$ cat src/ufd_pkg.sv
`timescale 1ns / 1ps
// ----------------------------------------------------------------------------
// UTF-8 stream decoder package
// Shared payload types, decoder state and byte-class constants.
// ----------------------------------------------------------------------------
package ufd_pkg;

  // Widths fixed by the item formats.
  localparam int unsigned ByteW  = 8;
  localparam int unsigned CodeW  = 31;
  localparam int unsigned OwedW  = 3;

  // Byte patterns used when classifying a byte.
  localparam logic [ByteW-1:0] LeadBad     = 8'hFE;
  localparam logic [ByteW-1:0] Lead6       = 8'hFC;
  localparam logic [ByteW-1:0] Lead5       = 8'hF8;
  localparam logic [ByteW-1:0] Lead4       = 8'hF0;
  localparam logic [ByteW-1:0] Lead3       = 8'hE0;
  localparam logic [ByteW-1:0] Lead2       = 8'hC0;
  localparam logic [ByteW-1:0] ContPrefix  = 8'h80;
  localparam logic [CodeW-1:0] Replacement = 31'h3F;

  // One input item.
  typedef struct packed {
    logic [ByteW-1:0] data_byte;
    logic             last_byte;
  } in_t;

  // One result item.
  typedef struct packed {
    logic [CodeW-1:0] code_point;
    logic             error_flag;
    logic             message_end;
  } out_t;

  // Decoder state carried from one byte to the next.
  typedef struct packed {
    logic [CodeW-1:0] code_accumulator;
    logic [OwedW-1:0] bytes_owed;
    logic             discarding;
  } ufd_state_t;

  // What one decode step hands back to the top level.
  typedef struct packed {
    ufd_state_t state_next;
    logic       emit;
    out_t       result;
  } ufd_step_t;

endpackage

$ cat src/ufd_step.sv
`timescale 1ns / 1ps
// ----------------------------------------------------------------------------
// UTF-8 decoder step
// Combinational update of the decoder state for one byte, with the result
// (if any) that the byte produces.
// ----------------------------------------------------------------------------
module ufd_step (
  input  ufd_pkg::in_t       item,
  input  ufd_pkg::ufd_state_t state,
  input  logic               lenient_mode,
  output ufd_pkg::ufd_step_t step
);
  import ufd_pkg::*;

  logic [ByteW-1:0] b;
  logic             last;
  logic             bad_lead;
  logic [OwedW-1:0] lead_owed;
  logic [6:0]       lead_mask;
  logic             is_cont;
  logic [OwedW-1:0] owed_dec;

  assign b    = item.data_byte;
  assign last = item.last_byte;

  // Classify the byte as a lead byte.
  assign bad_lead = (b >= LeadBad) || ((b >= ContPrefix) && (b < Lead2));
  assign is_cont  = ((b & Lead2) == ContPrefix);
  assign owed_dec = state.bytes_owed - OwedW'(1);

  always_comb begin
    priority if (b >= Lead6) begin
      lead_owed = 3'd5;
      lead_mask = 7'h01;
    end else if (b >= Lead5) begin
      lead_owed = 3'd4;
      lead_mask = 7'h03;
    end else if (b >= Lead4) begin
      lead_owed = 3'd3;
      lead_mask = 7'h07;
    end else if (b >= Lead3) begin
      lead_owed = 3'd2;
      lead_mask = 7'h0F;
    end else begin
      lead_owed = 3'd1;
      lead_mask = 7'h1F;
    end
  end

  // Main decode: one of drop, fault, plain emit or accumulate.
  always_comb begin
    logic fault;
    fault = 1'b0;
    step.state_next = state;
    step.emit       = 1'b0;
    step.result.code_point  = '0;
    step.result.error_flag  = 1'b0;
    step.result.message_end = last;

    if (state.discarding) begin
      // Drop everything up to and including the end of the message.
      if (last) begin
        step.state_next.discarding = 1'b0;
      end
    end else if (state.bytes_owed == '0) begin
      if (bad_lead) begin
        fault = 1'b1;
      end else if (b < ContPrefix) begin
        step.emit = 1'b1;
        step.result.code_point = CodeW'(b);
      end else if (last) begin
        fault = 1'b1;
      end else begin
        step.state_next.code_accumulator = CodeW'(b[6:0] & lead_mask);
        step.state_next.bytes_owed       = lead_owed;
      end
    end else if (!is_cont) begin
      fault = 1'b1;
    end else if (owed_dec == '0) begin
      // Final continuation byte completes the character.
      step.emit = 1'b1;
      step.result.code_point = {state.code_accumulator[CodeW-7:0], b[5:0]};
      step.state_next.code_accumulator = '0;
      step.state_next.bytes_owed       = '0;
    end else if (last) begin
      fault = 1'b1;
    end else begin
      step.state_next.code_accumulator = {state.code_accumulator[CodeW-7:0], b[5:0]};
      step.state_next.bytes_owed       = owed_dec;
    end

    // Malformed input: replace with '?', or report and discard up to the message end.
    if (fault) begin
      step.emit = 1'b1;
      step.state_next.code_accumulator = '0;
      step.state_next.bytes_owed       = '0;
      if (lenient_mode) begin
        step.result.code_point = Replacement;
      end else begin
        step.result.error_flag     = 1'b1;
        step.state_next.discarding = ~last;
      end
    end
  end

endmodule

$ cat src/utf8_stream_decoder_unit.sv
`timescale 1ns / 1ps
// ----------------------------------------------------------------------------
// UTF-8 stream decoder unit
// Decodes a byte stream of legacy UTF-8 (up to six bytes, 31-bit code points)
// into code points, with '?' replacement or error-and-discard handling.
// ----------------------------------------------------------------------------
//  Channel   Signals                         Direction  Content
//  item      item_valid/item_stall/item      in         data_byte, last_byte
//  result    result_valid/result_stall/...   out        code_point, flags
//  config    cfg_write/cfg_data              in         lenient_mode
//
// One byte is taken per cycle while item_stall is low. A byte's transfer loads
// the input register; when the byte moves on, its result is loaded into the
// result register, from which it is offered and transferred.
// The decode of a byte is one pass of logic between those two registers.
// Reset clears the decoder state, both valid flags and lenient_mode.
// A stalled result holds; the input register keeps moving while the step
// produces no result or the result register can take one.
// ----------------------------------------------------------------------------
module utf8_stream_decoder_unit (
  input  logic          clk,
  input  logic          rst,
  input  logic          item_valid,
  output logic          item_stall,
  input  ufd_pkg::in_t  item,
  output logic          result_valid,
  input  logic          result_stall,
  output ufd_pkg::out_t result,
  input  logic          cfg_write,
  input  logic          cfg_data
);
  import ufd_pkg::*;

  logic       lenient_mode;
  logic       hold_valid;
  in_t        hold_item;
  ufd_state_t state;
  ufd_step_t  step;
  logic       accept;
  logic       fire;

  // Configuration register.
  always_ff @(posedge clk) begin
    if (rst) begin
      lenient_mode <= 1'b0;
    end else if (cfg_write) begin
      lenient_mode <= cfg_data;
    end
  end

  // Decode of the byte in the input register.
  ufd_step u_step (
    .item         (hold_item),
    .state        (state),
    .lenient_mode (lenient_mode),
    .step         (step)
  );

  // The held byte moves on unless its result has nowhere to go.
  assign fire       = hold_valid && (!step.emit || !result_valid || !result_stall);
  assign item_stall = hold_valid && !fire;
  assign accept     = item_valid && !item_stall;

  // Input register.
  always_ff @(posedge clk) begin
    if (rst) begin
      hold_valid <= 1'b0;
    end else if (accept) begin
      hold_valid <= 1'b1;
    end else if (fire) begin
      hold_valid <= 1'b0;
    end
  end

  always_ff @(posedge clk) begin
    if (accept) begin
      hold_item <= item;
    end
  end

  // Decoder state.
  always_ff @(posedge clk) begin
    if (rst) begin
      state <= '0;
    end else if (fire) begin
      state <= step.state_next;
    end
  end

  // Result register.
  always_ff @(posedge clk) begin
    if (rst) begin
      result_valid <= 1'b0;
    end else if (fire && step.emit) begin
      result_valid <= 1'b1;
    end else if (!result_stall) begin
      result_valid <= 1'b0;
    end
  end

  always_ff @(posedge clk) begin
    if (fire && step.emit) begin
      result <= step.result;
    end
  end

  // Checks on the decoder's own logic.
  a_error_zero: assert property (@(posedge clk) disable iff (rst)
    result_valid && result.error_flag |-> result.code_point == '0)
    else $error("error result carries a non-zero code point");

  a_discard_clean: assert property (@(posedge clk) disable iff (rst)
    state.discarding |-> state.bytes_owed == '0 && state.code_accumulator == '0)
    else $error("discarding with a sequence still open");

  a_owed_range: assert property (@(posedge clk) disable iff (rst)
    state.bytes_owed <= OwedW'(5))
    else $error("more than five continuation bytes owed");

  a_reset_empty: assert property (@(posedge clk)
    rst |=> !result_valid && !hold_valid)
    else $error("pipeline not empty after reset");

endmodule

$ cat config.mk
export PLATFORM = sky130hd
export DESIGN_NAME = utf8_stream_decoder_unit
export DESIGN_NICKNAME = d
export VERILOG_FILES = /design/src/ufd_pkg.sv /design/src/ufd_step.sv /design/src/utf8_stream_decoder_unit.sv
export SDC_FILE = /design/constraint.sdc
export NUM_CORES = 1
export LEC_CHECK = 0
export ABC_AREA = 0
export BUFFER_PORTS_ARGS = -buffer_cell sky130_fd_sc_hd__buf_2
export CORE_AREA = 2 2 98 100
export CTS_BUF_LIST = sky130_fd_sc_hd__clkbuf_8
export CTS_CLUSTER_DIAMETER = 150
export DETAILED_ROUTE_END_ITERATION = 8
export DIE_AREA = 0 0 100 102
export PLACE_DENSITY_LB_ADDON = 0.15
export SLEW_MARGIN = 20
export SYNTH_ARGS = -nofsm -noshare
export SYNTH_HDL_FRONTEND = slang
export SYNTH_SLANG_ARGS = --single-unit
$ cat constraint.sdc
create_clock -name clk -period 3.8 [get_ports clk]
set_clock_uncertainty 0.2 [all_clocks]
set_input_delay 0.57 -clock clk [delete_from_list [all_inputs] [get_ports clk]]
set_output_delay 0.57 -clock clk [all_outputs]
set_load 0.01 [all_outputs]
==> impl_metrics.py <==
metrics = {
    "floorplanning": {
        "dieHeight_um": 102,
        "fp.dieW_um": 100,
        "ios": 50,
        "fp-row-count": 35,
        "initial_core_util": 0.344,
        "die_area_um2": 10200,
        "core_area_um2": 9110,
    },
    "synthesis": {
        "seq_area_frac_synth": 0.607,
        "yosysTopAreaCell": "edfxtp_1",
        "synth_cell_types": 40,
        "syn_inst": 257,
        "syn_area_per_cell_um2": 12.2,
        "synth_flop_cell": "edfxtp_1",
        "synthTopCellsByCount": "edfxtp_1, dfxtp_1, mux2i_1, nand2b_1",
        "synth_nets": 275,
        "synth_top_cell_area_share": 0.403,
        "synthArstFlopShare": 0,
        "synth.area.top_cells": "edfxtp_1, dfxtp_1, mux2i_1",
        "synth_area_um2": 3130,
        "synth_edf_count": 42,
        "yosys.cell_count.top_type": "edfxtp_1",
        "yosysWarningCount": 0,
        "synth-seq-cells": 74,
    },
    "sta": {
        "drv_slew": 0,
        "hold_viol_final": 0,
        "layout_worst_path_cycle_share": 0.895,
        "setup_viol": 0,
        "finalCriticalPeriod_ns": 3.40,
        "max_freq_mhz": 294,
        "relSlewSlack": 0.558,
        "setup_tns_ns": 0,
        "tightest_slew_ns": 0.660,
        "rsz0062_at_grt": "false",
    },
    "cts": {
        "clockBufferDepth": 2,
        "cts.clk_slew.worst_paths_ns": 0.07,
        "numCtsBuffers": 9,
        "cts-root-buf": "clkbuf_8",
        "insertion_delay_ns": 0.33,
        "cts_setup_buffers": 0,
        "cts_resized": 0,
        "cts_tree": "built",
        "htree_levels": 3,
        "numClockSinks": 74,
        "holdBufCountCts": 0,
    },
    "status": {
        "status": "completed",
    },
    "final_layout": {
        "final.fill_count": 890,
        "syn_to_final_growth_pct": 17.2,
        "utilization": 0.403,
        "final_nets": 328,
        "fin_cells": 426,
        "diodes": 0,
        "drive_above_1_share": 0.248,
        "stdcell_area_um2": 3670,
    },
    "grt": {
        "grt_pass1_wl_mm": 9.99,
        "grt_overflow": 0,
        "busiest_layer": "met2",
        "antenna_found_initial": 0,
        "grt_pass1_vias": 1990,
        "grt_use_met2": 0.206,
        "use_met3": 0.0287,
        "met1_usage": 0.171,
        "grt_max_degree": 39,
        "globalRouteTotalUtil": 0.129,
    },
    "drt": {
        "drc": 0,
        "postRouteAntennaNets": 0,
        "wire_per_inst_um": 13.9,
        "drt_wl_total_mm": 5.94,
        "viasPerCell": 4.59,
        "drt_pre_antenna_iters": 4,
        "vias": 1956,
        "dr.first_iter.drc_count": 98,
    },
    "critical_path": {
        "cp-end-kind": "output pin",
        "path_class": "reg -> out",
        "required_ns": 3.03,
        "crit_fanout": 6,
        "critPathLaunchType": "flop",
        "crit_arrival_ns": 2.63,
        "r2r_cells": 8,
    },
    "pwr": {
        "leakagePower_nw": 1.55,
        "total_power_mw": 1.54,
        "peakVddDrop_v": 0.000216,
        "p_per_area_nw_per_um2": 418,
    },
    "place": {
        "port_buffers": 49,
        "placed_cell_area_um2": 3520,
        "place_inst": 410,
        "gp_congestion": 0.782,
        "dpl.hpwl_mm": 4.07,
    },
    "worst_hold_path": {
        "whs_path_depth": 1,
        "hold_path_class": "in -> reg",
    },
    "job": {
        "cap_violations": 0,
    },
}
logic make-up (layout without fill, tap and decap cells):
group                    after synthesis  in the layout  synth area share
AO/OA/AOI/OAI                         28             28            0.0683
flip-flops                            74             74             0.607
AND/OR/NAND/NOR                      102            102             0.179
multiplexers                          30             30            0.0966
adder cells (fa/ha/maj)                3              3            0.0120
buffers and inverters                 20             78            0.0371
path summary, 6_finish.rpt:
path,startpoint,to,slack (ns)
max reg2reg,state[1],result[20],0.65
min,item[5],hold_item[5],0.21
max,state[1],item_stall,0.40
min reg2reg,state[8],state[14],0.26
cell type report:
| class | count | area, um2 | share of cell area |
|---|---|---|---|
| Inverter | 7 | 26.3 | 0.00716 |
| Clock inverter | 7 | 32.5 | 0.00886 |
| Sequential cell | 74 | 1900 | 0.518 |
| Timing Repair Buffer | 55 | 303 | 0.0825 |
| Multi-Input combinational cell | 163 | 1150 | 0.312 |
| Clock buffer | 9 | 124 | 0.0337 |
| Tap cell | 111 | 139 | 0.0378 |
per-layer routing:
layer | vias to the layer above | wire (um)
met5 | - | 0
met4 | 0 | 72
met3 | 6 | 201
met2 | 46 | 2770
met1 | 905 | 2900
li1 | 999 | -
cells in the final DEF, fill, tap and decap left out, drive strengths merged, types with 8 or more instances in the layout:
cell type,instances
buf,55
edfxtp,42
dfxtp,32
mux2i,28
nand2b,27
and2,25
nand2,25
inv,11
clkbuf,9
a21oi,8
flip-flops by register name, summed over array words and instances, names as in the netlist:
signal,cells
hold_item,9
hold_valid,1
lenient_mode,1
result,33
result_valid,1
state,29
stage by stage:
step | hold slack [ns] | setup WS [ns]
final | 0.208 | 0.398
after global routing | 0.189 | 0.172
after CTS | 0.193 | 0.168
after detailed placement | 0.264 | 0.463
after global placement | 0.262 | 0.564
after floorplan | 0.244 | 0.479
power by group:
group          switching [mW]  internal [mW]  leakage (nW)
sequential             0.0161          0.878         0.661
clock                   0.278          0.226        0.0940
combinational          0.0804         0.0590         0.794
critical path: stages (launching register included):
cell and delay [ns]:
dfxtp_1 0.34, inv_1 0.07, ha_1 0.20, ha_1 0.19, or3b_4 0.41, o21ba_2 0.26, and2_1 0.18, o21ai_1 0.43
nor2_1 0.07, buf_2 0.15
Power figures use the tool's default switching activity.
